<file path="src/design/hlbh_pkg.sv">
`timescale 1ns / 1ps
// ----------------------------------------------------------------------------
// hlbh_pkg
// Shared types and constants of the Hough line bin histogram.
// ----------------------------------------------------------------------------
package hlbh_pkg;

   // coordinate and bin widths
   localparam int COORD_BITS = 10;
   localparam int CC_W       = COORD_BITS + 1;
   localparam int BIN_W      = 8;
   localparam int OUT_BIN_W  = 6;
   localparam int COUNT_W    = 16;
   localparam int TOTAL_W    = 20;

   // datapath widths
   localparam int CX_W    = 30;
   localparam int Z_W     = 20;
   localparam int TH_W    = 21;
   localparam int THU_W   = 18;
   localparam int DPROD_W = 45;
   localparam int DIST_W  = 28;
   localparam int RN_W    = 23;
   localparam int MAG_W   = 22;
   localparam int DEN_W   = 40;
   localparam int NUM_W   = 56;
   localparam int Q_W     = 17;
   localparam int STEP_W  = 5;
   localparam int U_W     = 17;
   localparam int APROD_W = 49;
   localparam int AREM_W  = 34;

   // fixed point constants, 16 fractional bits
   localparam int CORDIC_STEPS = 16;
   localparam int FRAC_BITS    = 16;
   localparam int PI_Q16       = 205887;
   localparam int HALF_PI_Q16  = 102944;
   localparam int INV_GAIN_Q16 = 39797;
   localparam int Q_ONE        = 65536;
   localparam int HALF_SCALE   = 32768;
   localparam int FRAC_MAX     = 65535;
   localparam int COUNT_MAX    = 65535;
   localparam int TOTAL_MAX    = 1048575;
   localparam int RADIUS_STEPS = 15;
   localparam int SHARE_STEPS  = 17;
   // floor(2^48 / pi_q16), angle scale by reciprocal
   localparam int ANGLE_RECIP  = 1367133314;

   // configuration port
   localparam int CSR_INDEX_W = 3;
   localparam int CSR_DATA_W  = 11;
   localparam int MR_W        = 11;
   localparam int NBINS_W     = 7;

   typedef enum logic [1:0] {
      OP_ADD   = 2'd0,
      OP_READ  = 2'd1,
      OP_CLEAR = 2'd2,
      OP_NONE  = 2'd3
   } op_type;

   typedef enum logic [CSR_INDEX_W-1:0] {
      CSR_CENTRE_COLUMN    = 3'd0,
      CSR_CENTRE_ROW       = 3'd1,
      CSR_MAX_RADIUS       = 3'd2,
      CSR_ANGLE_BINS_USED  = 3'd3,
      CSR_RADIUS_BINS_USED = 3'd4
   } csr_index_type;

   typedef enum logic [4:0] {
      B_INIT,
      B_IDLE,
      B_CORDIC,
      B_MULT,
      B_FOLD,
      B_DEN,
      B_ANG_GO,
      B_ANG_WAIT,
      B_RAD_GO,
      B_RAD_WAIT,
      B_BIN,
      B_ADDR,
      B_LOOK,
      B_UPD,
      B_FRAC_GO,
      B_FRAC_WAIT,
      B_CLEAR
   } back_state_type;

   typedef struct packed {
      logic [1:0]            operation;
      logic [COORD_BITS-1:0] first_x;
      logic [COORD_BITS-1:0] first_y;
      logic [COORD_BITS-1:0] second_x;
      logic [COORD_BITS-1:0] second_y;
      logic [OUT_BIN_W-1:0]  read_angle_bin;
      logic [OUT_BIN_W-1:0]  read_radius_bin;
   } req_type;

   typedef struct packed {
      logic                 accepted;
      logic [OUT_BIN_W-1:0] angle_bin;
      logic [OUT_BIN_W-1:0] radius_bin;
      logic [COUNT_W-1:0]   bin_count;
      logic [COUNT_W-1:0]   bin_fraction;
      logic [TOTAL_W-1:0]   total_segments;
   } rsp_type;

   // classified item handed from front to back
   typedef struct packed {
      op_type                 op;
      logic                   zero_len;
      logic signed [CC_W-1:0] x1c;
      logic signed [CC_W-1:0] y1c;
      logic [COORD_BITS-1:0]  dx;
      logic signed [CC_W-1:0] dy;
      logic [OUT_BIN_W-1:0]   rd_abin;
      logic [OUT_BIN_W-1:0]   rd_rbin;
   } fe_item_type;

   // cordic step angles, atan(2^-i) * 2^16 rounded to nearest, but for i = 1, which is truncated
   function automatic logic signed [Z_W-1:0] cordic_angle(input logic [3:0] i);
      logic signed [Z_W-1:0] a;
      unique case (i)
         4'd0:    a = Z_W'(51472);
         4'd1:    a = Z_W'(30385);
         4'd2:    a = Z_W'(16055);
         4'd3:    a = Z_W'(8150);
         4'd4:    a = Z_W'(4091);
         4'd5:    a = Z_W'(2047);
         4'd6:    a = Z_W'(1024);
         4'd7:    a = Z_W'(512);
         4'd8:    a = Z_W'(256);
         4'd9:    a = Z_W'(128);
         4'd10:   a = Z_W'(64);
         4'd11:   a = Z_W'(32);
         4'd12:   a = Z_W'(16);
         4'd13:   a = Z_W'(8);
         4'd14:   a = Z_W'(4);
         default: a = Z_W'(2);
      endcase
      return a;
   endfunction

endpackage

</file>
<file path="src/design/hlbh_front.sv">
`timescale 1ns / 1ps
// ----------------------------------------------------------------------------
// hlbh_front
// Accepts commands, orders the endpoints and moves them to the centred frame.
// ----------------------------------------------------------------------------
module hlbh_front import hlbh_pkg::*; (
   input  logic                  clock,
   input  logic                  reset,
   input  logic                  start,
   input  req_type               req_data,
   input  logic [COORD_BITS-1:0] centre_column,
   input  logic [COORD_BITS-1:0] centre_row,
   input  logic                  hold,
   input  logic                  q_full,
   output logic                  busy,
   output logic                  push,
   output fe_item_type           push_item
);

   logic        valid_ff, valid_in;
   fe_item_type item_ff, item_in;
   logic        accept, swap;
   logic [COORD_BITS-1:0] ax, ay, bx, by;

   assign busy   = hold || (valid_ff && q_full);
   assign accept = start && !busy;
   assign push   = valid_ff && !q_full;
   assign push_item = item_ff;

   // order endpoints: smaller column first, then smaller row
   assign swap = (req_data.second_x < req_data.first_x) ||
                 ((req_data.second_x == req_data.first_x) &&
                  (req_data.second_y < req_data.first_y));
   assign ax = swap ? req_data.second_x : req_data.first_x;
   assign ay = swap ? req_data.second_y : req_data.first_y;
   assign bx = swap ? req_data.first_x  : req_data.second_x;
   assign by = swap ? req_data.first_y  : req_data.second_y;

   // classify and centre
   always_comb begin
      item_in.op       = op_type'(req_data.operation);
      item_in.zero_len = (ax == bx) && (ay == by);
      item_in.x1c      = $signed({1'b0, ax}) - $signed({1'b0, centre_column});
      item_in.y1c      = $signed({1'b0, centre_row}) - $signed({1'b0, ay});
      item_in.dx       = bx - ax;
      item_in.dy       = $signed({1'b0, ay}) - $signed({1'b0, by});
      item_in.rd_abin  = req_data.read_angle_bin;
      item_in.rd_rbin  = req_data.read_radius_bin;
      if (accept) begin
         valid_in = 1'b1;
      end else if (push) begin
         valid_in = 1'b0;
      end else begin
         valid_in = valid_ff;
      end
   end

   always_ff @(posedge clock) begin
      if (reset) begin
         valid_ff <= 1'b0;
      end else begin
         valid_ff <= valid_in;
      end
   end

   always_ff @(posedge clock) begin
      if (accept) begin
         item_ff <= item_in;
      end
   end

endmodule

</file>
<file path="config.mk">
export PLATFORM = sky130hd
export DESIGN_NAME = hlbh_front
export DESIGN_NICKNAME = d
export VERILOG_FILES = /design/src/design/hlbh_pkg.sv /design/src/design/hlbh_front.sv
export SDC_FILE = /design/constraint.sdc
export NUM_CORES = 1
export LEC_CHECK = 0
export BUFFER_PORTS_ARGS = -buffer_cell sky130_fd_sc_hd__buf_4
export CAP_MARGIN = 20
export CORE_AREA = 2 2 91 93
export CTS_CLUSTER_DIAMETER = 200
export CTS_CLUSTER_SIZE = 12
export DETAILED_ROUTE_END_ITERATION = 12
export DIE_AREA = 0 0 93 95
export HOLD_SLACK_MARGIN = 0.03
export PLACE_DENSITY = 0.85
export SLEW_MARGIN = 20
export SYNTH_ARGS = -nofsm -noshare
export SYNTH_HDL_FRONTEND = slang
export SYNTH_SLANG_ARGS = --single-unit
export TNS_END_PERCENT = 1
</file>
<file path="constraint.sdc">
create_clock -name clock -period 7.7 [get_ports clock]
set_input_delay 0 -clock clock [delete_from_list [all_inputs] [get_ports clock]]
set_output_delay 0 -clock clock [all_outputs]
set_load 0.005 [all_outputs]
</file>
# After elaboration in Yosys (flattened, before gate mapping)
# Cells that the tools add are included.
[op_classes]
eq_ne = 3
n_addsub = 4
div = 0
order_cmp = 2
mul = 0
shift = 0
n_reduce_logical = 10
mux = 6
bitwise = 0
[ops]
columns = ["op", "count"]
rows = [
  ["2-to-1 mux 10 bit", 4],
  ["subtractor 10 x 10 -> 11 bit", 3],
  ["== test 10 bit", 3],
  ["less-than comparator 10 bit", 2],
  ["subtractor 10 bit", 1],
  ["logical AND 1 bit", 5],
  ["logical NOT 1 bit", 2],
  ["logical OR 1 bit", 2],
  ["2-to-1 mux 1 bit", 2],
  ["nonzero test 2 bit", 1],
]
[word_totals]
reg_bits = 59
latch_bits = 0
mem_bits_ro = 0
elab_cells = 34
mem_bits_rw = 0
in_bits = 79
mem_count = 0

# Logic depth before layout (Yosys ltp)
[logic_depth]
depth_word = 6
mapped_depth = 23
mapped_depth_nobuf = 19

# Least setup slack after synthesis
# No wires, ideal clock.
[synth_timing]
path_kind = "input to register"
startpoint = "in req_data[50] in the netlist's numbering"
endpoint = "reg item_ff (netlist bit push_item[53]), data pin"
n_path_buf = 3
path_stages = 20
setup_slack_ns = 3.700
setup_time_ns = 0.135
required_time_ns = 7.565
t_arrival_ns = 3.864
cell_sequence = "inv_1 ha_1 buf_2 nand4_2 nor4_2 o2111ai_2 o21ai_1 buf_2 buf_1 nand2_1 o21ai_0 ha_1 o21ai_0 a21boi_0 o21ai_0 a21boi_0 o21ai_0 a21boi_0 or4b_2 nand3_1"
[synth_rtl]
columns = ["item", "line", "text"]
rows = [
  ["from (decl)", "hlbh_front.sv:10", "input req_type req_data,"],
  ["to (signal assigned)", "hlbh_front.sv:68", "item_ff <= item_in;"],
  ["to (decl)", "hlbh_front.sv:21", "fe_item_type item_ff, item_in;"],
]

==> run metrics <==
status complete, no violations; Peak VDD IR between 0.0001 and 0.00015 V; Final Instance Area around 0.0058 mm2; first-pass GRT wire length 17,480 um; EDFF count, synth 58; Syn. warnings 0; syn avg cell area around 9.6 um2; number of setup buffers added after CTS 0; Finished Core Util between 70% and 80%; DRT antenna net count 0; CTS resizes 0; Starting DRT DRC Count approximately 260; GR Util All Layers between 20% and 30%; syn nets 570; CTS tree yes; Post-synth ARST share 0%; Total Neg Setup Slack 0 ps; Slew Limit Headroom roughly 50%; Max Fclk between 0.2 and 0.25 GHz; Initial Util a little over half; cell area after synthesis 0.004298 mm2; number of library cell types mapped by synthesis 51; # hold bufs at CTS 16; vias in the first global route between 3k and 4k; area of the multi-input gates between 0.002 and 0.0025 mm2; startpoint type of the worst setup path primary input; critical path cell sequence buf_4 -> inv_1 -> ha_1 -> nand4_2 -> a211o_1 -> o2111ai_2 -> o21a_1 -> buf_4 -> nand2_1 -> nand2_1 -> inv_1 -> ha_1 -> nor2b_1 -> o21ai_0 -> a21boi_0 -> o21ai_0 -> a21boi_0 -> o21ai_0 -> a21boi_0 -> or4_1 -> nand3_1; Worst Path Max Fanout 16; Crit path max-delay family compound AO/OA/AOI/OAI gates; P per Cell Area 185.2 mW/mm2; Clock H-tree levels 3; Die ar. 0.008835 mm2; core footprint 0.007928 mm2; n_diodes 0; maxcap violations 0; Worst-Margin Slew 759.8 ps; I/O pin count 139; Pwr Total 0.001077 W; drt total wl 11,010 um; Reg clk slew, reported paths roughly 80 ps; fin crit share ~54%; Area Growth Syn to Fin 35.34%; Pins Over Slew Limit 0; dpl cell area ~0.0054 mm2; worst stage delay on the critical path 570 ps; largest net degree at the start of global routing 60; final-stage net count approximately 730; critical path's slowest cell o21a_1; Hold Vio Cnt, Final 0; Worst Setup End Kind register; clk_skew just over 8 ps; CP Class primary input to register; HPWL after DPL 8064 um; WP buf/inv 4; Clock Latency Late Sink 340 ps; Die Wd 93 um; root buffer cell clkbuf_8; CTS Buf Count 9; RSZ-0062 raised after global routing false; gr ovfl total 0; Fillers around 570; Hold WC Path Type primary input to register; I/O Buffers around 140; GPL Wtd Cong 0.8435; layout cells sized above 1 between 20 and 30%; predominant post-synthesis flop cell edfxtp_1; register area share after synthesis a little over 40%; Clock Path Buffers 2; Min Clock Period, post-route between 4000 and 5000 ps; drt first pass iters 7; worst path arrival time roughly 4400 ps; DRC violations left 0; Die Y 95 um; FF/Latch Area around 0.0018 mm2; worst hold slack approximately 47 ps; Sink Count ~60; Vias around 3.9k; initial antenna violation count 0; Setup Viol. Count Final 0; # rows 33; #FFs+latches synth roughly 60; leakage about 2.7 nW; gate count of the mapped netlist 447; wire per inst 15.44 um; Vias per Instance 5.457; required time worst endpoint slightly below 8000 ps
[routing by layer]
metal  routed length [um]  up-vias  GRT usage, %
met5                    0        -             0
met4                  182        0         9.559
met3                  794       19         5.746
met2                 5751      146         47.40
met1                 4279     1822         28.25
li1                     -     1904             -
[sequential cells by signal, summed over array words and instances (netlist names)]
register / count
push_item: 58
valid_ff: 1
[worst paths after layout]
kind	from	slack, ps	endpoint	cells after the start
worst max-delay path	req_data[40]	3520	push_item[42]	21
worst min-delay path	centre_column[0]	50	push_item[44]	3
worst max register to register	valid_ff	5660	valid_ff	6
worst min register to register	valid_ff	1050	valid_ff	3
[per-stage QoR]
stage | setup slack (ps) | instances
global route | 3004 | 713
CTS | 3576 | 713
finish | 3519 | 713
detailed placement | 3203 | 681
floorplan | 3700 | 447
global placement | 3379 | 681
[cell usage in the layout (no fill, tap or decap), types with 4 or more instances in the layout]
cell type	Yosys	layout
nor2_1	31	31
a21boi_0	10	10
ha_1	42	42
dlygate4sd3_1	0	16
and3_1	7	7
mux2i_1	21	21
nor3_1	5	5
nand3_1	6	6
inv_1	55	55
a21oi_1	23	23
xnor2_1	13	13
xor2_1	5	5
a21o_1	5	5
o21ai_0	30	30
nor2b_1	8	8
nand4_1	4	4
o21a_1	5	5
nand2_1	46	46
edfxtp_1	58	58
clkbuf_8	0	9
buf_4	1	141
nand2b_1	14	14
[tightest hold or removal path: stages]
cell and delay [ps]:
buf_4 80, ha_1 110, inv_1 30
[cell type report]
cell class	count	area share (%)
clock buffer	9	2.129
clock inverter	7	1.721
inverter	55	3.549
multi-input combinational	321	39.11
sequential	59	30.29
tap	105	2.259
timing repair buffer	157	20.95
[logic make-up (layout without fill, tap and decap cells)]
logic type               count (synthesis)  count (layout)  share of synthesized area, %
AO/OA/AOI/OAI                          102             102                         15.49
XOR/XNOR                                18              18                         3.668
adder cells (fa/ha/maj)                 44              44                         13.16
buffers and inverters                   67             228                         6.201
flip-flops                              59              59                         40.99
multiplexers                            21              21                         4.891
AND/OR/NAND/NOR                        136             136                         15.60
[report_power, final]
part,switching (W),internal (W)
Combinational,0.000180,0.000167
Sequential,0.00000826,0.000397
Clock,0.000141,0.000184
[cell usage after synthesis (all sizes together), types with 6 or more instances]
cell type / n / area, um2
edfxtp: 58 / 1742
inv: 55 / 206.5
nand2: 46 / 172.7
ha: 42 / 525.5
o21ai: 32 / 160.1
nor2: 31 / 116.4
a21oi: 23 / 115.1
mux2i: 21 / 210.2
nand2b: 14 / 87.58
xnor2: 13 / 113.9
buf: 12 / 60.06
a21boi: 10 / 75.07
nor2b: 8 / 50.05
and3: 7 / 43.79
nand3: 6 / 30.03
nand4: 6 / 50.04
Note: power is estimated with default switching activity, not from simulation.
