<file path="config.mk">
export PLATFORM = sky130hd
export DESIGN_NAME = hlbh_queue
export DESIGN_NICKNAME = d
export VERILOG_FILES = /design/src/design/hlbh_pkg.sv /design/src/design/hlbh_queue.sv
export SDC_FILE = /design/constraint.sdc
export NUM_CORES = 1
export LEC_CHECK = 0
export ABC_CLOCK_PERIOD_IN_PS = 2600
export BUFFER_PORTS_ARGS = -buffer_cell sky130_fd_sc_hd__clkbuf_2
export CAP_MARGIN = 10
export CORE_ASPECT_RATIO = 0.75
export CORE_MARGIN = 4
export CORE_UTILIZATION = 40
export DETAILED_ROUTE_END_ITERATION = 7
export PLACE_DENSITY = 0.62
export SLEW_MARGIN = 5
export SYNTH_ARGS = -nofsm -noshare
export SYNTH_HDL_FRONTEND = slang
export SYNTH_SLANG_ARGS = --single-unit
export TNS_END_PERCENT = 100
</file>
<file path="constraint.sdc">
create_clock -name clock -period 2.6 [get_ports clock]
set_input_delay 0.26 -clock clock [delete_from_list [all_inputs] [get_ports clock]]
set_output_delay 0.26 -clock clock [all_outputs]
set_load 0.05 [all_outputs]
</file>
<file path="src/design/hlbh_pkg.sv">
`timescale 1ns / 1ps
// ----------------------------------------------------------------------------
// hlbh_pkg
// Shared types and constants of the Hough line bin histogram.
// ----------------------------------------------------------------------------
package hlbh_pkg;

   // coordinate and bin widths
   localparam int COORD_BITS = 10;
   localparam int CC_W       = COORD_BITS + 1;
   localparam int BIN_W      = 8;
   localparam int OUT_BIN_W  = 6;
   localparam int COUNT_W    = 16;
   localparam int TOTAL_W    = 20;

   // datapath widths
   localparam int CX_W    = 30;
   localparam int Z_W     = 20;
   localparam int TH_W    = 21;
   localparam int THU_W   = 18;
   localparam int DPROD_W = 45;
   localparam int DIST_W  = 28;
   localparam int RN_W    = 23;
   localparam int MAG_W   = 22;
   localparam int DEN_W   = 40;
   localparam int NUM_W   = 56;
   localparam int Q_W     = 17;
   localparam int STEP_W  = 5;
   localparam int U_W     = 17;
   localparam int APROD_W = 49;
   localparam int AREM_W  = 34;

   // fixed point constants, 16 fractional bits
   localparam int CORDIC_STEPS = 16;
   localparam int FRAC_BITS    = 16;
   localparam int PI_Q16       = 205887;
   localparam int HALF_PI_Q16  = 102944;
   localparam int INV_GAIN_Q16 = 39797;
   localparam int Q_ONE        = 65536;
   localparam int HALF_SCALE   = 32768;
   localparam int FRAC_MAX     = 65535;
   localparam int COUNT_MAX    = 65535;
   localparam int TOTAL_MAX    = 1048575;
   localparam int RADIUS_STEPS = 15;
   localparam int SHARE_STEPS  = 17;
   // floor(2^48 / pi_q16), angle scale by reciprocal
   localparam int ANGLE_RECIP  = 1367133314;

   // configuration port
   localparam int CSR_INDEX_W = 3;
   localparam int CSR_DATA_W  = 11;
   localparam int MR_W        = 11;
   localparam int NBINS_W     = 7;

   typedef enum logic [1:0] {
      OP_ADD   = 2'd0,
      OP_READ  = 2'd1,
      OP_CLEAR = 2'd2,
      OP_NONE  = 2'd3
   } op_type;

   typedef enum logic [CSR_INDEX_W-1:0] {
      CSR_CENTRE_COLUMN    = 3'd0,
      CSR_CENTRE_ROW       = 3'd1,
      CSR_MAX_RADIUS       = 3'd2,
      CSR_ANGLE_BINS_USED  = 3'd3,
      CSR_RADIUS_BINS_USED = 3'd4
   } csr_index_type;

   typedef enum logic [4:0] {
      B_INIT,
      B_IDLE,
      B_CORDIC,
      B_MULT,
      B_FOLD,
      B_DEN,
      B_ANG_GO,
      B_ANG_WAIT,
      B_RAD_GO,
      B_RAD_WAIT,
      B_BIN,
      B_ADDR,
      B_LOOK,
      B_UPD,
      B_FRAC_GO,
      B_FRAC_WAIT,
      B_CLEAR
   } back_state_type;

   typedef struct packed {
      logic [1:0]            operation;
      logic [COORD_BITS-1:0] first_x;
      logic [COORD_BITS-1:0] first_y;
      logic [COORD_BITS-1:0] second_x;
      logic [COORD_BITS-1:0] second_y;
      logic [OUT_BIN_W-1:0]  read_angle_bin;
      logic [OUT_BIN_W-1:0]  read_radius_bin;
   } req_type;

   typedef struct packed {
      logic                 accepted;
      logic [OUT_BIN_W-1:0] angle_bin;
      logic [OUT_BIN_W-1:0] radius_bin;
      logic [COUNT_W-1:0]   bin_count;
      logic [COUNT_W-1:0]   bin_fraction;
      logic [TOTAL_W-1:0]   total_segments;
   } rsp_type;

   // classified item handed from front to back
   typedef struct packed {
      op_type                 op;
      logic                   zero_len;
      logic signed [CC_W-1:0] x1c;
      logic signed [CC_W-1:0] y1c;
      logic [COORD_BITS-1:0]  dx;
      logic signed [CC_W-1:0] dy;
      logic [OUT_BIN_W-1:0]   rd_abin;
      logic [OUT_BIN_W-1:0]   rd_rbin;
   } fe_item_type;

   // cordic step angles, atan(2^-i) * 2^16 rounded to nearest, but for i = 1, which is truncated
   function automatic logic signed [Z_W-1:0] cordic_angle(input logic [3:0] i);
      logic signed [Z_W-1:0] a;
      unique case (i)
         4'd0:    a = Z_W'(51472);
         4'd1:    a = Z_W'(30385);
         4'd2:    a = Z_W'(16055);
         4'd3:    a = Z_W'(8150);
         4'd4:    a = Z_W'(4091);
         4'd5:    a = Z_W'(2047);
         4'd6:    a = Z_W'(1024);
         4'd7:    a = Z_W'(512);
         4'd8:    a = Z_W'(256);
         4'd9:    a = Z_W'(128);
         4'd10:   a = Z_W'(64);
         4'd11:   a = Z_W'(32);
         4'd12:   a = Z_W'(16);
         4'd13:   a = Z_W'(8);
         4'd14:   a = Z_W'(4);
         default: a = Z_W'(2);
      endcase
      return a;
   endfunction

endpackage

</file>
<file path="src/design/hlbh_queue.sv">
`timescale 1ns / 1ps
// ----------------------------------------------------------------------------
// hlbh_queue
// Two-entry queue between the front and the back.
// ----------------------------------------------------------------------------
module hlbh_queue import hlbh_pkg::*; (
   input  logic        clock,
   input  logic        reset,
   input  logic        push,
   input  fe_item_type push_item,
   input  logic        pop,
   output fe_item_type pop_item,
   output logic        full,
   output logic        not_empty
);

   fe_item_type entry_ff [2];
   logic       wr_ptr_ff, wr_ptr_in;
   logic       rd_ptr_ff, rd_ptr_in;
   logic [1:0] count_ff, count_in;
   logic       do_push, do_pop;

   assign full      = (count_ff == 2'd2);
   assign not_empty = (count_ff != 2'd0);
   assign do_push   = push && !full;
   assign do_pop    = pop && not_empty;
   assign pop_item  = entry_ff[rd_ptr_ff];

   // pointer and fill update
   always_comb begin
      wr_ptr_in = do_push ? ~wr_ptr_ff : wr_ptr_ff;
      rd_ptr_in = do_pop  ? ~rd_ptr_ff : rd_ptr_ff;
      count_in  = count_ff + {1'b0, do_push} - {1'b0, do_pop};
   end

   always_ff @(posedge clock) begin
      if (reset) begin
         wr_ptr_ff <= 1'b0;
         rd_ptr_ff <= 1'b0;
         count_ff  <= 2'd0;
      end else begin
         wr_ptr_ff <= wr_ptr_in;
         rd_ptr_ff <= rd_ptr_in;
         count_ff  <= count_in;
      end
   end

   always_ff @(posedge clock) begin
      if (do_push) begin
         entry_ff[wr_ptr_ff] <= push_item;
      end
   end

endmodule

</file>
==> Word level (Yosys, flattened, before mapping) <==
Memory sizes are Yosys's and may differ from the RTL's. A register that Yosys moved wholly into a read port is not among the register bits.
Cells that the tools add are included.
{ "classes": {"n_addsub": 2, "n_bitwise": 2, "n_reduce_logical": 4, "eq_ne": 1, "muxes": 4} }
{ "op_table": {"columns": ["op", "count"], "rows": [
  ["1-bit 2-to-1 mux", 4],
  ["2-bit by 1-bit adder with 2-bit output", 1],
  ["2-bit == test, second input constant", 1],
  ["1-bit logical AND", 2],
  ["1-bit NOT", 2],
  ["2-bit nonzero test", 1],
  ["2-bit by 1-bit subtractor with 2-bit output", 1],
  ["1-bit zero test", 1]
]} }
{ "word_totals": {"word_cells": 17, "memories": 1, "mem_bits_rw": 116, "regBits": 4, "output_inout_bits": 60, "input_bits": 62} }
{ "memory_table": {"columns": ["memory", "words", "width", "read_ports", "rd_clocked_by_memory_dff", "write_ports", "line_no", "rtl"], "rows": [
  ["entry_ff", 2, 58, 1, 1, 1, "hlbh_queue.sv:17", "fe_item_type entry_ff [2];"]
]} }

==> Longest topological paths before layout <==
{ "logic_depth": {"word_depth": 5, "depth_mapped": 8, "mapped_depth_nobuf": 8} }

==> Worst setup path before layout <==
OpenSTA, ideal clock, no wires.
{ "synth_path": {"path_kind": "register to register", "start": "reg count_ff[0]", "end": "mem entry_ff[0][0] (netlist bit), enable pin", "path_buffers": 0, "period_less_slack_ns": 2.496, "arrival_time_ns": 2.084, "stages_incl_launch_ff": 5, "t_required_ns": 2.188, "setup_slack_ns": 0.104, "setup_time_ns": 0.412, "path_cell_list": "dfxtp_1 > nand2b_2 > inv_2 > or3_1 > inv_1"} }
{ "synth_via": {"elab_chain_cells": 5} }
{ "synth_rtl": {"columns": ["item", "line_no", "rtl"], "rows": [
  ["from (decl)", "hlbh_queue.sv:20", "logic [1:0] count_ff, count_in;"],
  ["from (signal assigned)", "hlbh_queue.sv:44", "count_ff <= count_in;"],
  ["2-bit == test", "hlbh_queue.sv:23", "assign full = (count_ff == 2'd2);"],
  ["via full", "hlbh_queue.sv:13", "output logic full,"],
  ["1-bit zero test", "hlbh_queue.sv:25", "assign do_push = push && !full;"],
  ["1-bit logical AND", "hlbh_queue.sv:25", null],
  ["1-bit 2-to-1 mux", "hlbh_queue.sv:49", "if (do_push) begin"],
  ["1-bit 2-to-1 mux (not written as such)", "hlbh_queue.sv:50", "entry_ff[wr_ptr_ff] <= push_item;"],
  ["to (decl)", "hlbh_queue.sv:17", null]
]} }
The timed path passes the listed nets, and every way through them passes these cells.

==> flow_summary_export.csv <==
group,metric,value,unit
critical_path,critPathKind,"register to primary output",
clock_tree,clock_path_buffers,2,
logic_synthesis,synth_area_leaders,"edfxtp_1, mux2_2, dfxtp_1",
clock_tree,cts_buffers,17,
routing,vias,2283,
logic_synthesis,synth_top_cell_by_area,"edfxtp_1",
grt,antenna_found_initial,0,
routing,dr.first_iter.drc_count,139,
placement,place_area,5192,µm²
routing,wl_per_cell,16.11,µm
grt,grt_pass1_vias,2556,
grt,gr-total-overflow,0,
layout,stdcell_area,5823,µm²
critical_path,crit_buf_inv,2,
die,die_w,129.3,µm
clock_tree,cts-root-buf,"clkbuf_16",
layout,diodes,0,
logic_synthesis,yosysSeqAreaShare,0.8116,
critical_path,cp_max_fo,29,
layout,layout-drive-gt1-share,0.6145,
layout,final_cell_mix,"clkbuf_2, edfxtp_1, mux2_2",
layout,fill_cells,848,
power,ir_drop,705.7,µV
routing,drc_errors,0,
logic_synthesis,synth_cells,206,
logic_synthesis,syn_nets,270,
power,p_per_area,1203,nW/µm²
logic_synthesis,yosysUniqueCellTypes,22,
clock_tree,cts_resized,0,
logic_synthesis,syn_area_per_cell,21.43,µm²
critical_path,cp.required,2.34,ns
outcome,outcome,"finished clean",
power,p_total,0.007008,W
routing,wirelength,7959,µm
logic_synthesis,ys_ff_latch,121,
routing,ant_nets,0,
die,core,10530,µm²
critical_path,cp_top_family,"buffers and inverters",
timing,skew,0.004763,ns
die,ios,122,
grt,grt_pass1_wl,12400,µm
die,fp-row-count,32,
timing,tightestPinTransition,0.4119,ns
layout,fin_nets,410,
power,leakage,2.254,nW
critical_path,slowest_stage,"mux2_2",
logic_synthesis,syn-cell-area,4415,µm²
clock_tree,cts_sinks,121,
layout,final_common_cell,"clkbuf_2",
timing,hold_violations,0,
layout,post-route-util,0.5530,
placement,hpwl,5104,µm
timing,fmax,499.6,MHz
layout,multi_input_area,772.0,µm²
grt,grt_max_degree,30,
critical_path,critPathLaunchType,"register",
clock_tree,clock_latency,0.39,ns
critical_path,critPathMaxStageDelay,0.40,ns
clock_tree,postCtsHoldBufs,0,
timing,fin_crit,2.002,ns
placement,gp_congestion,0.7247,
timing,maxSlewHeadroom,0.7254,
timing,fin_tns_setup,0,ns
die,dieArea,12800,µm²
clock_tree,cts_tree,"built",
timing,hold_slack,0.05472,ns
timing,setup_violations,0,
run,cap_viol_max_count,0,
die,die_y,98.99,µm
logic_synthesis,yosys_warnings,0,
critical_path,crit_arrival,1.74,ns
placement,io_buffers,121,
timing,slew_viol_final,0,
clock_tree,clk_pin_slew,0.06,ns
timing,fin_crit_sh,0.7698,
critical_path,crit_chain,"buf_4 > mux2_2 > clkbuf_2",
worst_hold_path,min_path_type,"input pin to register",
routing,routed_via_density,4.621,
logic_synthesis,synth_top_area_frac,0.7889,
layout,seqCellArea,3585,µm²
die,initial_utilization,0.4193,
clock_tree,htree_levels,4,
routing,first_pass_iters,5,
layout,syn2layout_area_growth,31.88,%
timing,rsz0062_at_grt,"false",
critical_path,end_kind,"primary output",
clock_tree,cts_setup_buffers,0,
grt,grt_usage,0.1304,
state kept, by name, summed over array words and instances, names as in the netlist, named ones only:
| register | cells |
|---|---|
| rd_ptr_ff | 1 |
| wr_ptr_ff | 1 |
| count_ff | 2 |
| entry_ff | 116 |
report_power, final:
group | total (W) | switching, W | leakage [nW] | internal, W
Sequential | 0.00248 | 0.0000555 | 1.13 | 0.00242
Combinational | 0.00206 | 0.00150 | 0.827 | 0.000563
Clock | 0.00247 | 0.000784 | 0.302 | 0.00168
Total | 0.00701 | 0.00234 | 2.25 | 0.00467
path summary, 6_finish.rpt:
path / depth (start not counted) / slack (ns) / startpoint / endpoint
max: 3 / 0.60 / register / pop_item[57]
min: 1 / 0.05 / push_item[43] / entry_ff[1][43]
max reg2reg: 5 / 0.93 / count_ff[0] / entry_ff[0][37]
min reg2reg: 2 / 0.52 / rd_ptr_ff / rd_ptr_ff
synth_stat cells (all sizes together):
library cell and count:
or2 1, buf 6, and3 1, o21a 1, nand2 1, nor2b 1
o21ai 1, edfxtp 116, ha 2, nand2b 1, mux2 58, xnor2 2
xor2 1, or3 1, a21oi 1, dfxtp 5, inv 4, nor2 3
layout make-up:
type                       instances  area share
inverter                           4    0.002578
clock buffer                      17     0.07306
sequential                       121      0.6156
timing repair buffer             127      0.1117
tap                              136     0.02922
multi-input combinational         75      0.1326
clock inverter                    14     0.03524
kinds of logic after synthesis:
logic type / synth area share
buffers and inverters: 0.01360
and+or+nand+nor: 0.01134
muxes: 0.1479
AOI/OAI and AO/OA: 0.003966
adders and majority gates: 0.005666
xor gates and xnor gates: 0.005952
DFF: 0.8116
per-layer routing:
metal | vias to the layer above | GRT usage | wire length (µm)
met5 | - | 0 | 0
met3 | 5 | 0.07096 | 869
met4 | 0 | 0.05085 | 43
met2 | 90 | 0.2086 | 3731
met1 | 1099 | 0.1464 | 3315
li1 | 1089 | - | -
per-stage QoR:
| step | cells | worst slack (ns) |
|---|---|---|
| global route | 494 | 0.5246 |
| floorplan | 206 | 0.1041 |
| CTS | 494 | 0.5629 |
| detailed placement | 463 | 0.9210 |
| global placement | 463 | 0.9402 |
| finish | 494 | 0.5985 |
worst register-to-register path, delay by kind of cell (launching register included):
kind	cells	cell delay [ns]
buf+inv	3	0.45
flops	1	0.35
simple gates	2	0.49
Note: power is estimated with default switching activity, not from simulation.
